===== config.mk =====
export PLATFORM = sky130hd
export DESIGN_NAME = generalized_collatz_cycle_test_core
export DESIGN_NICKNAME = d
export VERILOG_FILES = /design/src/hw/rtl/gcct_pkg.sv /design/src/hw/rtl/generalized_collatz_cycle_test_core.sv
export SDC_FILE = /design/constraint.sdc
export NUM_CORES = 2
export LEC_CHECK = 0
export BUFFER_PORTS_ARGS = -buffer_cell sky130_fd_sc_hd__buf_2
export CAP_MARGIN = 20
export CORE_ASPECT_RATIO = 2
export CORE_UTILIZATION = 46
export DETAILED_ROUTE_END_ITERATION = 10
export GPL_TIMING_DRIVEN = 0
export HOLD_SLACK_MARGIN = 0.12
export PLACE_DENSITY_LB_ADDON = 0.05
export RECOVER_POWER = 25
export SYNTH_ARGS = -nofsm -noshare
export SYNTH_HDL_FRONTEND = slang
export SYNTH_SLANG_ARGS = --single-unit

===== constraint.sdc =====
create_clock -name clock -period 15.4 [get_ports clock]
set_clock_uncertainty 0.15 [all_clocks]
set_input_delay 1.54 -clock clock [delete_from_list [all_inputs] [get_ports clock]]
set_output_delay 1.54 -clock clock [all_outputs]
set_load 0.02 [all_outputs]

===== src/hw/rtl/gcct_pkg.sv =====
// Shared constants and types for the generalized 3x+d cycle test core.
// No dependencies.
package gcct_pkg;

   localparam int VALUE_WIDTH  = 128;
   localparam int OVERFLOW_BIT = 120;
   localparam int CNT_W        = $clog2(VALUE_WIDTH + 1);

   localparam logic [2:0] OUT_CYCLE_Y  = 3'd0;
   localparam logic [2:0] OUT_DROPPED  = 3'd1;
   localparam logic [2:0] OUT_OVERFLOW = 3'd2;
   localparam logic [2:0] OUT_UNRESOLV = 3'd3;
   localparam logic [2:0] OUT_BEYOND   = 3'd4;
   localparam logic [2:0] OUT_OTHER    = 3'd5;

   localparam logic [1:0] REG_SHIFT_D     = 2'd0;
   localparam logic [1:0] REG_RANGE_TOP   = 2'd1;
   localparam logic [1:0] REG_STEP_LIMIT  = 2'd2;
   localparam logic [1:0] REG_BRENT_LIMIT = 2'd3;

   localparam logic [39:0] PERIOD_MAX = '1;
   localparam logic [31:0] STEPS_MAX  = '1;

   typedef logic [VALUE_WIDTH-1:0] val_type;

   typedef enum logic [7:0] {
      ST_IDLE = 8'b0000_0001,
      ST_ADD  = 8'b0000_0010,
      ST_NORM = 8'b0000_0100,
      ST_POST = 8'b0000_1000,
      ST_BCHK = 8'b0001_0000,
      ST_FIN  = 8'b0010_0000,
      ST_GCD  = 8'b0100_0000,
      ST_DONE = 8'b1000_0000
   } state_type;

   typedef enum logic [3:0] {
      PH_ORBIT  = 4'b0001,
      PH_BRENT0 = 4'b0010,
      PH_BRENT  = 4'b0100,
      PH_WALK   = 4'b1000
   } phase_type;

endpackage


===== src/hw/rtl/generalized_collatz_cycle_test_core.sv =====
// Top level of the generalized 3x+d cycle test core.
// Depends on gcct_pkg.
//
// Usage: the host writes shift_d, range_top, step_limit and brent_limit
// through the csr_ port while idle, then offers one odd start value on the
// req_ channel. The core follows the orbit with one shared step unit: each
// odd step computes 3x+d, removes the trailing zero bits in a normalizing
// shift of up to 8 bits per pass, and then does the compares.
// A result needs the odd steps of the orbit, plus the Brent search and one
// walk around the cycle when the step limit is hit, plus a binary gcd for a
// cycle led by y.
// One request is in flight at a time; req_stall is high from acceptance
// until the result has been taken on the rsp_ channel. While rsp_stall is
// high the result is held unchanged. Reset (synchronous) returns the core
// to idle and loads the register defaults d=1, X=1, step limit 3000 and
// Brent limit 50000000.
module generalized_collatz_cycle_test_core (
   input  logic        clock,
   input  logic        reset,
   input  logic        csr_wr_en,
   input  logic [1:0]  csr_index,
   input  logic [63:0] csr_data,
   input  logic        req_valid,
   output logic        req_stall,
   input  logic [63:0] req_start_value,
   output logic        rsp_valid,
   input  logic        rsp_stall,
   output logic [2:0]  rsp_outcome,
   output logic [63:0] rsp_least_element,
   output logic [39:0] rsp_period,
   output logic [31:0] rsp_odd_steps,
   output logic        rsp_primitive_res
);
   import gcct_pkg::*;

   state_type   state_ff, state_in;
   phase_type   phase_ff, phase_in;
   logic [31:0] d_ff, d_in;
   logic [63:0] top_ff, top_in;
   logic [31:0] slim_ff, slim_in;
   logic [31:0] blim_ff, blim_in;
   logic [63:0] y_ff, y_in;
   val_type     cur_ff, cur_in;
   val_type     tort_ff, tort_in;
   val_type     m_ff, m_in;
   logic [CNT_W-1:0] v_ff, v_in;
   logic [39:0] p_ff, p_in;
   logic [31:0] k_ff, k_in;
   logic [32:0] cnt_ff, cnt_in;
   logic [33:0] lam_ff, lam_in;
   logic [33:0] pow_ff, pow_in;
   logic [63:0] ga_ff, ga_in;
   logic [63:0] gb_ff, gb_in;
   logic [2:0]  oc_ff, oc_in;
   logic [63:0] le_ff, le_in;
   logic [39:0] per_ff, per_in;
   logic [31:0] odd_ff, odd_in;
   logic        prim_ff, prim_in;

   val_type     sum3;
   val_type     y_ext;
   val_type     top_ext;
   logic [2:0]  low_tz;
   logic [40:0] p_sum;
   logic [39:0] p_sat;
   logic [31:0] k_inc;
   logic        over;

   always_comb begin
      low_tz = 3'd7;
      for (int i = 6; i >= 0; i--) begin
         if (cur_ff[i]) begin
            low_tz = 3'(i);
         end
      end
   end

   assign sum3    = cur_ff + {cur_ff[VALUE_WIDTH-2:0], 1'b0} + val_type'(d_ff);
   assign y_ext   = val_type'(y_ff);
   assign top_ext = val_type'(top_ff);
   assign over    = |cur_ff[VALUE_WIDTH-1:OVERFLOW_BIT];
   assign p_sum   = {1'b0, p_ff} + 41'(v_ff);
   assign p_sat   = p_sum[40] ? PERIOD_MAX : p_sum[39:0];
   assign k_inc   = (k_ff == STEPS_MAX) ? STEPS_MAX : k_ff + 32'd1;

   always_comb begin
      state_in = state_ff;
      phase_in = phase_ff;
      d_in     = d_ff;
      top_in   = top_ff;
      slim_in  = slim_ff;
      blim_in  = blim_ff;
      y_in     = y_ff;
      cur_in   = cur_ff;
      tort_in  = tort_ff;
      m_in     = m_ff;
      v_in     = v_ff;
      p_in     = p_ff;
      k_in     = k_ff;
      cnt_in   = cnt_ff;
      lam_in   = lam_ff;
      pow_in   = pow_ff;
      ga_in    = ga_ff;
      gb_in    = gb_ff;
      oc_in    = oc_ff;
      le_in    = le_ff;
      per_in   = per_ff;
      odd_in   = odd_ff;
      prim_in  = prim_ff;

      if (csr_wr_en) begin
         unique case (csr_index)
            REG_SHIFT_D:     d_in    = csr_data[31:0];
            REG_RANGE_TOP:   top_in  = csr_data;
            REG_STEP_LIMIT:  slim_in = csr_data[31:0];
            REG_BRENT_LIMIT: blim_in = csr_data[31:0];
            default:         d_in    = d_ff;
         endcase
      end

      unique case (state_ff)
         ST_IDLE: begin
            if (req_valid) begin
               y_in     = req_start_value;
               cur_in   = val_type'(req_start_value);
               p_in     = '0;
               k_in     = '0;
               phase_in = PH_ORBIT;
               oc_in    = OUT_CYCLE_Y;
               le_in    = '0;
               per_in   = '0;
               odd_in   = '0;
               prim_in  = 1'b0;
               state_in = ST_ADD;
            end
         end
         ST_ADD: begin
            if (sum3 == '0) begin
               cur_in   = '0;
               v_in     = CNT_W'(VALUE_WIDTH);
               state_in = ST_POST;
            end else begin
               cur_in   = sum3;
               v_in     = '0;
               state_in = ST_NORM;
            end
         end
         ST_NORM: begin
            if (cur_ff[7:0] == 8'd0) begin
               cur_in = cur_ff >> 8;
               v_in   = v_ff + CNT_W'(8);
            end else begin
               cur_in   = cur_ff >> low_tz;
               v_in     = v_ff + CNT_W'(low_tz);
               state_in = ST_POST;
            end
         end
         ST_POST: begin
            unique case (phase_ff)
               PH_ORBIT: begin
                  p_in     = p_sat;
                  k_in     = k_inc;
                  state_in = ST_ADD;
                  if (cur_ff < y_ext) begin
                     oc_in    = OUT_DROPPED;
                     state_in = ST_DONE;
                  end else if (cur_ff == y_ext) begin
                     le_in    = y_ff;
                     per_in   = p_sat;
                     odd_in   = k_inc;
                     ga_in    = y_ff;
                     gb_in    = 64'(d_ff);
                     state_in = ST_GCD;
                  end else if (over) begin
                     oc_in    = OUT_OVERFLOW;
                     state_in = ST_DONE;
                  end else if (k_inc >= slim_ff) begin
                     tort_in  = cur_ff;
                     pow_in   = 34'd1;
                     lam_in   = 34'd1;
                     cnt_in   = '0;
                     phase_in = PH_BRENT0;
                  end
               end
               PH_BRENT0: begin
                  phase_in = PH_BRENT;
                  state_in = ST_BCHK;
               end
               PH_BRENT: begin
                  lam_in = lam_ff + 34'd1;
                  cnt_in = cnt_ff + 33'd1;
                  if (cnt_ff + 33'd1 > 33'(blim_ff)) begin
                     oc_in    = OUT_UNRESOLV;
                     state_in = ST_DONE;
                  end else begin
                     state_in = ST_BCHK;
                  end
               end
               PH_WALK: begin
                  p_in = p_sat;
                  k_in = k_inc;
                  if (cur_ff < m_ff) begin
                     m_in = cur_ff;
                  end
                  state_in = (cur_ff == tort_ff) ? ST_FIN : ST_ADD;
               end
               default: state_in = ST_IDLE;
            endcase
         end
         ST_BCHK: begin
            if (tort_ff == cur_ff) begin
               // cycle found: tort now marks the walk's end point
               m_in     = cur_ff;
               p_in     = '0;
               k_in     = '0;
               phase_in = PH_WALK;
               state_in = ST_ADD;
            end else begin
               if (pow_ff == lam_ff) begin
                  tort_in = cur_ff;
                  pow_in  = {pow_ff[32:0], 1'b0};
                  lam_in  = '0;
               end
               if (over) begin
                  oc_in    = OUT_UNRESOLV;
                  state_in = ST_DONE;
               end else begin
                  state_in = ST_ADD;
               end
            end
         end
         ST_FIN: begin
            if (m_ff > top_ext) begin
               oc_in    = OUT_BEYOND;
               le_in    = (|m_ff[VALUE_WIDTH-1:64]) ? '1 : m_ff[63:0];
               per_in   = p_ff;
               odd_in   = k_ff;
               state_in = ST_DONE;
            end else if (m_ff != y_ext) begin
               oc_in    = OUT_OTHER;
               state_in = ST_DONE;
            end else begin
               oc_in    = OUT_CYCLE_Y;
               le_in    = y_ff;
               per_in   = p_ff;
               odd_in   = k_ff;
               ga_in    = y_ff;
               gb_in    = 64'(d_ff);
               state_in = ST_GCD;
            end
         end
         ST_GCD: begin
            // binary gcd, one subtract or halving per cycle
            if (ga_ff == '0) begin
               prim_in  = (gb_ff == 64'd1);
               state_in = ST_DONE;
            end else if (gb_ff == '0) begin
               prim_in  = (ga_ff == 64'd1);
               state_in = ST_DONE;
            end else if (!ga_ff[0] && !gb_ff[0]) begin
               prim_in  = 1'b0;
               state_in = ST_DONE;
            end else if (!ga_ff[0]) begin
               ga_in = ga_ff >> 1;
            end else if (!gb_ff[0]) begin
               gb_in = gb_ff >> 1;
            end else if (ga_ff >= gb_ff) begin
               ga_in = ga_ff - gb_ff;
            end else begin
               gb_in = gb_ff - ga_ff;
            end
         end
         ST_DONE: begin
            if (!rsp_stall) begin
               state_in = ST_IDLE;
            end
         end
         default: state_in = ST_IDLE;
      endcase
   end

   always_ff @(posedge clock) begin
      if (reset) begin
         state_ff <= ST_IDLE;
         phase_ff <= PH_ORBIT;
         d_ff     <= 32'd1;
         top_ff   <= 64'd1;
         slim_ff  <= 32'd3000;
         blim_ff  <= 32'd50000000;
      end else begin
         state_ff <= state_in;
         phase_ff <= phase_in;
         d_ff     <= d_in;
         top_ff   <= top_in;
         slim_ff  <= slim_in;
         blim_ff  <= blim_in;
      end
   end

   always_ff @(posedge clock) begin
      y_ff    <= y_in;
      cur_ff  <= cur_in;
      tort_ff <= tort_in;
      m_ff    <= m_in;
      v_ff    <= v_in;
      p_ff    <= p_in;
      k_ff    <= k_in;
      cnt_ff  <= cnt_in;
      lam_ff  <= lam_in;
      pow_ff  <= pow_in;
      ga_ff   <= ga_in;
      gb_ff   <= gb_in;
      oc_ff   <= oc_in;
      le_ff   <= le_in;
      per_ff  <= per_in;
      odd_ff  <= odd_in;
      prim_ff <= prim_in;
   end

   assign req_stall         = (state_ff != ST_IDLE);
   assign rsp_valid         = (state_ff == ST_DONE);
   assign rsp_outcome       = oc_ff;
   assign rsp_least_element = le_ff;
   assign rsp_period        = per_ff;
   assign rsp_odd_steps     = odd_ff;
   assign rsp_primitive_res = prim_ff;

   a_busy_excl: assert property (@(posedge clock) disable iff (reset)
      !req_stall |-> !rsp_valid)
      else $error("ready while result pending");
   a_norm_nonzero: assert property (@(posedge clock) disable iff (reset)
      (state_ff == ST_NORM) |-> (cur_ff != '0))
      else $error("normalizing a zero value");
   a_lam_bound: assert property (@(posedge clock) disable iff (reset)
      (state_ff == ST_BCHK) |-> (lam_ff <= pow_ff))
      else $error("brent lambda past power");
   a_outcome_range: assert property (@(posedge clock) disable iff (reset)
      rsp_valid |-> (oc_ff <= OUT_OTHER))
      else $error("bad outcome code");
   a_prim_only_cycle: assert property (@(posedge clock) disable iff (reset)
      (rsp_valid && rsp_primitive_res) |-> (oc_ff == OUT_CYCLE_Y))
      else $error("primitive flag on non-cycle outcome");

endmodule


# --- Word-level counts from Yosys, hierarchy flattened ---
# Index checks and enable logic that the tools add are counted.
totals:
  regBits: 1069
  latchBits: 0
  mem_bits_rw: 0
  romBits: 0
  wordCells: 280
  n_memories: 0
op_classes:
  n_addsub: 10
  n_mul: 0
  n_div: 0
  magnitude_cmp: 6
  n_eq_ne: 64
  n_shift: 1
  mux: 134
  n_bitwise: 0
  n_reduce_logical: 40
op_table:
  columns: ["operator", "n"]
  rows:
  - ["128-bit 2-to-1 mux", 13]
  - ["64-bit 2-to-1 mux", 25]
  - ["64-bit one-hot mux with 3 select lines", 3]
  - ["128-bit one-hot mux with 2 select lines", 2]
  - ["128-bit one-hot mux with 3 select lines", 1]
  - ["40-bit 2-to-1 mux", 9]
  - ["34-bit 2-to-1 mux", 9]
  - ["32-bit 2-to-1 mux", 9]
  - ["128-bit equality test", 2]
  - ["40-bit one-hot mux with 3 select lines", 2]
  - ["34-bit one-hot mux with 2 select lines", 3]
  - ["32-bit one-hot mux with 3 select lines", 2]
  - ["33-bit 2-to-1 mux", 4]
  - ["128-bit adder", 1]
  - ["128-bit by 32-bit adder with 128-bit output", 1]
  - ["128-bit by 64-bit equality test with 1-bit output", 1]
  - ["64-bit by 1-bit equality test with 1-bit output (second input constant)", 2]
  - ["128-bit by 64-bit > comparator with 1-bit output", 1]
  - ["128-bit logical NOT", 1]
  - ["64-bit logical NOT", 2]
  - ["128-bit less-than comparator", 1]
  - ["128-bit by 64-bit less-than comparator with 1-bit output", 1]
  - ["128-bit by 64-bit inequality test with 1-bit output", 1]
  - ["128-bit by 3-bit >> shifter with 128-bit output", 1]
  - ["65 further kinds", 158]

# --- Longest topological paths before layout ---
depth:
  depth_word: 10
  depth_mapped: 23
  mapped_depth_nobuf: 23

# --- Worst setup path before layout ---
# No wires, ideal clock.
synth_timing:
  path_kind: "register to register"
  start: "register k_ff[0]"
  end: "register pow_ff[0], enable pin"
  setup_time_ns: 0.907
  t_arrival_ns: 15.188
  required_ns: 14.343
  path_slack_ns: -0.845
  path_stages_with_launch: 23
  n_path_buf: 1
  path_cell_list: "edfxtp_1 -> ha_1 -> and3_1 -> nand3_1 -> nor3_1 -> nand2_1 -> or2_2 -> clkbuf_1 -> and2_1 -> ha_1 -> nand2b_1 -> a21oi_1 -> nor2b_1 -> o21ai_0 -> a21oi_1 -> o21ai_0 -> a21oi_1 -> o21ai_0 -> a41oi_1 -> o2111ai_1 -> a211o_1 -> a211o_1 -> o21ai_0"
synth_via:
  elab_chain_len: 5
  word_cells_on_any_way: 6
synth_lines:
  columns: ["element", "line_no", "text"]
  rows:
  - ["start: declaration", "generalized_collatz_cycle_test_core.sv:48", "logic [31:0] k_ff, k_in;"]
  - ["start signal: assignment", "generalized_collatz_cycle_test_core.sv:307", "k_ff <= k_in;"]
  - ["32-bit by 1-bit adder with 32-bit output / 32-bit equality test (equally long branches)", "generalized_collatz_cycle_test_core.sv:84", "assign k_inc = (k_ff == STEPS_MAX) ? STEPS_MAX : k_ff + 32'd1;"]
  - ["32-bit 2-to-1 mux (*)", "generalized_collatz_cycle_test_core.sv:84", null]
  - ["32-bit >= comparator (*)", "generalized_collatz_cycle_test_core.sv:177", "end else if (k_inc >= slim_ff) begin"]
  - ["2-bit inequality test (no line) (*)", null, null]
  - ["8-bit AND reduction (no line) (*)", null, null]
  - ["end signal: assignment", "generalized_collatz_cycle_test_core.sv:310", "pow_ff <= pow_in;"]
  - ["end: declaration", "generalized_collatz_cycle_test_core.sv:51", "logic [33:0] pow_ff, pow_in;"]
# Every way passes the cells marked *; elsewhere a longest branch is shown, timed or not.
# A chain may end at the register's enable or synchronous reset.

# --- Final worst setup path ---
layout_timing:
  start: "register cur_ff[15]"
  end: "register cur_ff[119] (data pin)"
layout_via:
  elab_chain_len: 5
  word_cells_on_any_way: 7
layout_lines:
  columns: ["element", "line_no", "text"]
  rows:
  - ["start: declaration", "generalized_collatz_cycle_test_core.sv:43", "val_type cur_ff, cur_in;"]
  - ["start signal: assignment", "generalized_collatz_cycle_test_core.sv:302", "cur_ff <= cur_in;"]
  - ["128-bit adder", "generalized_collatz_cycle_test_core.sv:78", "assign sum3 = cur_ff + {cur_ff[VALUE_WIDTH-2:0], 1'b0} + val_type'(d_ff);"]
  - ["128-bit by 32-bit adder with 128-bit output", "generalized_collatz_cycle_test_core.sv:78", null]
  - ["128-bit logical NOT", "generalized_collatz_cycle_test_core.sv:138", "if (sum3 == '0) begin"]
  - ["128-bit 2-to-1 mux", "generalized_collatz_cycle_test_core.sv:138", null]
  - ["128-bit one-hot mux with 3 select lines (*)", "generalized_collatz_cycle_test_core.sv:121", "unique case (state_ff)"]
  - ["net cur_in[119]", "generalized_collatz_cycle_test_core.sv:43", null]
# The timed path passes the listed nets; every way through them passes the cells marked *.

==> impl_metrics.ini <==
[outcome]
outcome = complete, but fails checks
violations = capacitance limit, slew limit

[hold_path]
whs_path_depth = 2
hold_path.class = reg -> reg
holdCritStartpoint = top_ff[47]$_SDFFE_PP0P_

[power]
ir_drop_mv = 0.165
power.density_mw_per_mm2 = 177
leakagePower_nw = 34.9
total_power_mw = 15.4

[worst_setup_path]
end_kind = register
critPathRequiredTime_ns = 15.66
r2r-start = cur_ff[15]$_DFFE_PP_
cp_max_fo = 10
arrival_ns = 11.10
cp-startpoint = cur_ff[15]$_DFFE_PP_
rr_worst_depth = 22
critPathKind = reg -> reg
critPathLaunchType = register

[synthesis]
syn-num-nets = 9445
synthArstFlopShare = 0
yosysSeqAreaShare = 0.388
syn_inst = 8549
yosys.area.top_type_share = 0.344
synth_top_area_cell = edfxtp_1
synth_area_leaders = edfxtp_1 34%, ha_1 12%, a21oi_1 5.8%, dfxtp_1 4.4%, nand2_1 4.1%
synth_ff_type = edfxtp_1
syn_area_per_cell_um2 = 9.15
yosys_warnings = 0
synth_edf_count = 897
ys_ff_latch = 1069
syn_area_mm2 = 0.0782
synthDistinctLibCells = 88

[grt]
antenna_found_initial = 32
grt_pass1_vias = 74900
grt_pass1_wl_um = 565000
grt_use_total = 0.469
grt_remaining_overflow = 0
grt_start_max_net_pins = 36

[place]
port_buffers = 275
dpl.hpwl_um = 329000
dpl_cell_area_mm2 = 0.0838
place_congestion = 1.13

[route]
num_vias = 74200
post_drt_wl_per_cell_um = 35.5
viasPerCell = 6.50
dr.pass1.iters = 6
drtAntennaViolNets = 0
wirelength_um = 406000
drt_iter0_markers = 6931
drc = 0

[finish]
fin_nets = 9936
layout-drive-gt1-share = 0.0616
fillCellCount = 16200
stdcell_area_mm2 = 0.0874
area_delta_synth_final_pct = 11.7

[floorplanning]
start_util = 0.464
rows = 213
ios = 277
die-area_mm2 = 0.172
core_area_mm2 = 0.169
die_w_um = 294
dieHeight_um = 585

[clocking]
root_buffer = clkbuf_16
cts.path.max_buffers = 3
htree_levels = 3
cts_tree = done
post-cts-setup-buffers = 0
cts_hold_buf = 0
clkTransAtPathRegs_ns = 0.07
cts_resized = 0
clock-sinks = 1069
clkLatencyLatePin_ns = 0.76
cts_buffers = 100

[sta]
hold_slack_ns = 0.306
min_period_over_period = 0.703
finalCriticalPeriod_ns = 10.83
rsz0062_at_grt = no
setup_violations = 0
fmax_mhz = 92.3
setup_tns_ns = 0
max_slew.worst_pin.slew_ns = 1.67
relSlewSlack = -0.116
slew_violations = 13
hold_viol = 0

[flow_run]
maxCapViolCount = 2
-- stage by stage --
stage	std cells	util	setup WS, ns
5_1_grt	11400	0.517	4.91
6_report	11400	0.518	4.57
3_5_place_dp	11200	0.497	5.72
2_1_floorplan	8549	-	0.668
3_3_place_gp	11100	0.489	-5.78
4_1_cts	11400	0.516	5.67
-- sequential cells by signal (all words and copies together), names as in the netlist, 8 cells and up --
| register | cells |
|---|---|
| state_ff | 8 |
| d_ff | 32 |
| tort_ff | 128 |
| k_ff | 32 |
| v_ff | 8 |
| gb_ff | 64 |
| m_ff | 128 |
| lam_ff | 34 |
| cnt_ff | 33 |
| y_ff | 64 |
| top_ff | 64 |
| cur_ff | 128 |
| slim_ff | 32 |
| rsp_odd_steps | 32 |
| rsp_period | 40 |
| p_ff | 40 |
| pow_ff | 34 |
| rsp_least_element | 64 |
| ga_ff | 64 |
| blim_ff | 32 |
-- cells in the final DEF, fill, tap and decap left out, types with 51 or more instances in the layout --
| cell type | synthesis | layout |
|---|---|---|
| a21oi_1 | 911 | 910 |
| edfxtp_1 | 897 | 897 |
| nand2_1 | 861 | 860 |
| ha_1 | 725 | 725 |
| inv_1 | 606 | 606 |
| nor2_1 | 541 | 540 |
| o21ai_0 | 522 | 520 |
| clkbuf_1 | 380 | 483 |
| xnor2_1 | 310 | 309 |
| mux2i_1 | 306 | 306 |
| a21o_1 | 270 | 270 |
| xor2_1 | 267 | 266 |
| nand4_1 | 247 | 247 |
| buf_2 | 13 | 214 |
| dfxtp_1 | 172 | 172 |
| nand3_1 | 128 | 128 |
| nor4_1 | 126 | 120 |
| clkbuf_16 | 0 | 102 |
| nor3_1 | 95 | 92 |
| a22oi_1 | 75 | 75 |
| and2_1 | 89 | 73 |
| nor2b_1 | 63 | 63 |
| nand2b_1 | 62 | 62 |
| and3_1 | 57 | 57 |
| o21bai_1 | 55 | 55 |
| a31oi_1 | 56 | 54 |
| o22ai_1 | 51 | 51 |
-- critical path, stage by stage, from the launching register on --
cell      delay [ns]
edfxtp_1        0.88
fa_1            0.55
ha_1            0.29
clkbuf_1        0.21
a21oi_1         0.36
o21ai_0         0.54
a221oi_1        0.46
nand4_2         0.55
a31oi_1         0.68
o211ai_1        0.26
buf_6           0.22
a21oi_1         0.31
xor2_1          1.00
nand4_1         0.23
nor4_2          0.71
clkbuf_4        0.36
nand4_1         0.37
or4b_1          0.65
buf_2           0.24
o31ai_4         0.59
buf_6           0.41
buf_6           0.24
o22ai_1         0.15
-- cells by family (layout without fill, tap and decap cells) --
group,after synthesis,in the layout,share of synthesized area
compound gates,2381,2381,0.185
xor+xnor,577,577,0.0646
fa+ha+maj,761,761,0.125
buf+inv,1049,1624,0.0510
flops,1069,1069,0.388
mux,310,310,0.0399
other cells,0,29,0
simple gates,2402,2402,0.146
-- path summary, 6_finish.rpt --
check	end	slack, ns
setup / recovery	cur_ff[119]$_DFFE_PP_	4.57
setup reg to reg	cur_ff[119]$_DFFE_PP_	4.57
hold / removal	top_ff[47]$_SDFFE_PP0P_	0.31
hold reg to reg	top_ff[47]$_SDFFE_PP0P_	0.31
-- final cells by class --
class	instances	area [µm²]	share of cell area
multi-input cells	6431	44000	0.504
flip-flops and latches	1069	30400	0.348
well taps	2257	2820	0.0323
repair buffers	389	2710	0.0311
clock buffers	121	2670	0.0306
inverters	608	2280	0.0261
plain buffers	441	1710	0.0196
clock inverters	65	657	0.00752
diodes	29	72.6	0.000831
-- routing by layer --
layer  GRT usage  share of wire  up-vias
met5           0        0.00018        -
met4       0.574           0.15       12
met3       0.113          0.073     2114
met2       0.809           0.49     4431
met1       0.408           0.29    35600
li1            -              -    32100
-- power by group --
part	total, mW	internal [mW]	switching, mW
Clock	2.69	1.41	1.28
Sequential	4.41	3.57	0.840
Combinational	8.34	2.44	5.90
-- cell usage after synthesis (46+ instances only) --
library cell / n
a21o_1: 270
a21oi_1: 911
a22oi_1: 75
a31oi_1: 56
and2_1: 89
and3_1: 57
clkbuf_1: 380
dfxtp_1: 172
edfxtp_1: 897
ha_1: 725
inv_1: 606
mux2i_1: 306
nand2_1: 861
nand2b_1: 62
nand3_1: 128
nand4_1: 247
nor2_1: 541
nor2b_1: 63
nor3_1: 95
nor4_1: 126
o21a_1: 46
o21ai_0: 522
o21bai_1: 55
o22ai_1: 51
xnor2_1: 310
xor2_1: 267
Note: power is estimated with default switching activity, not from simulation.
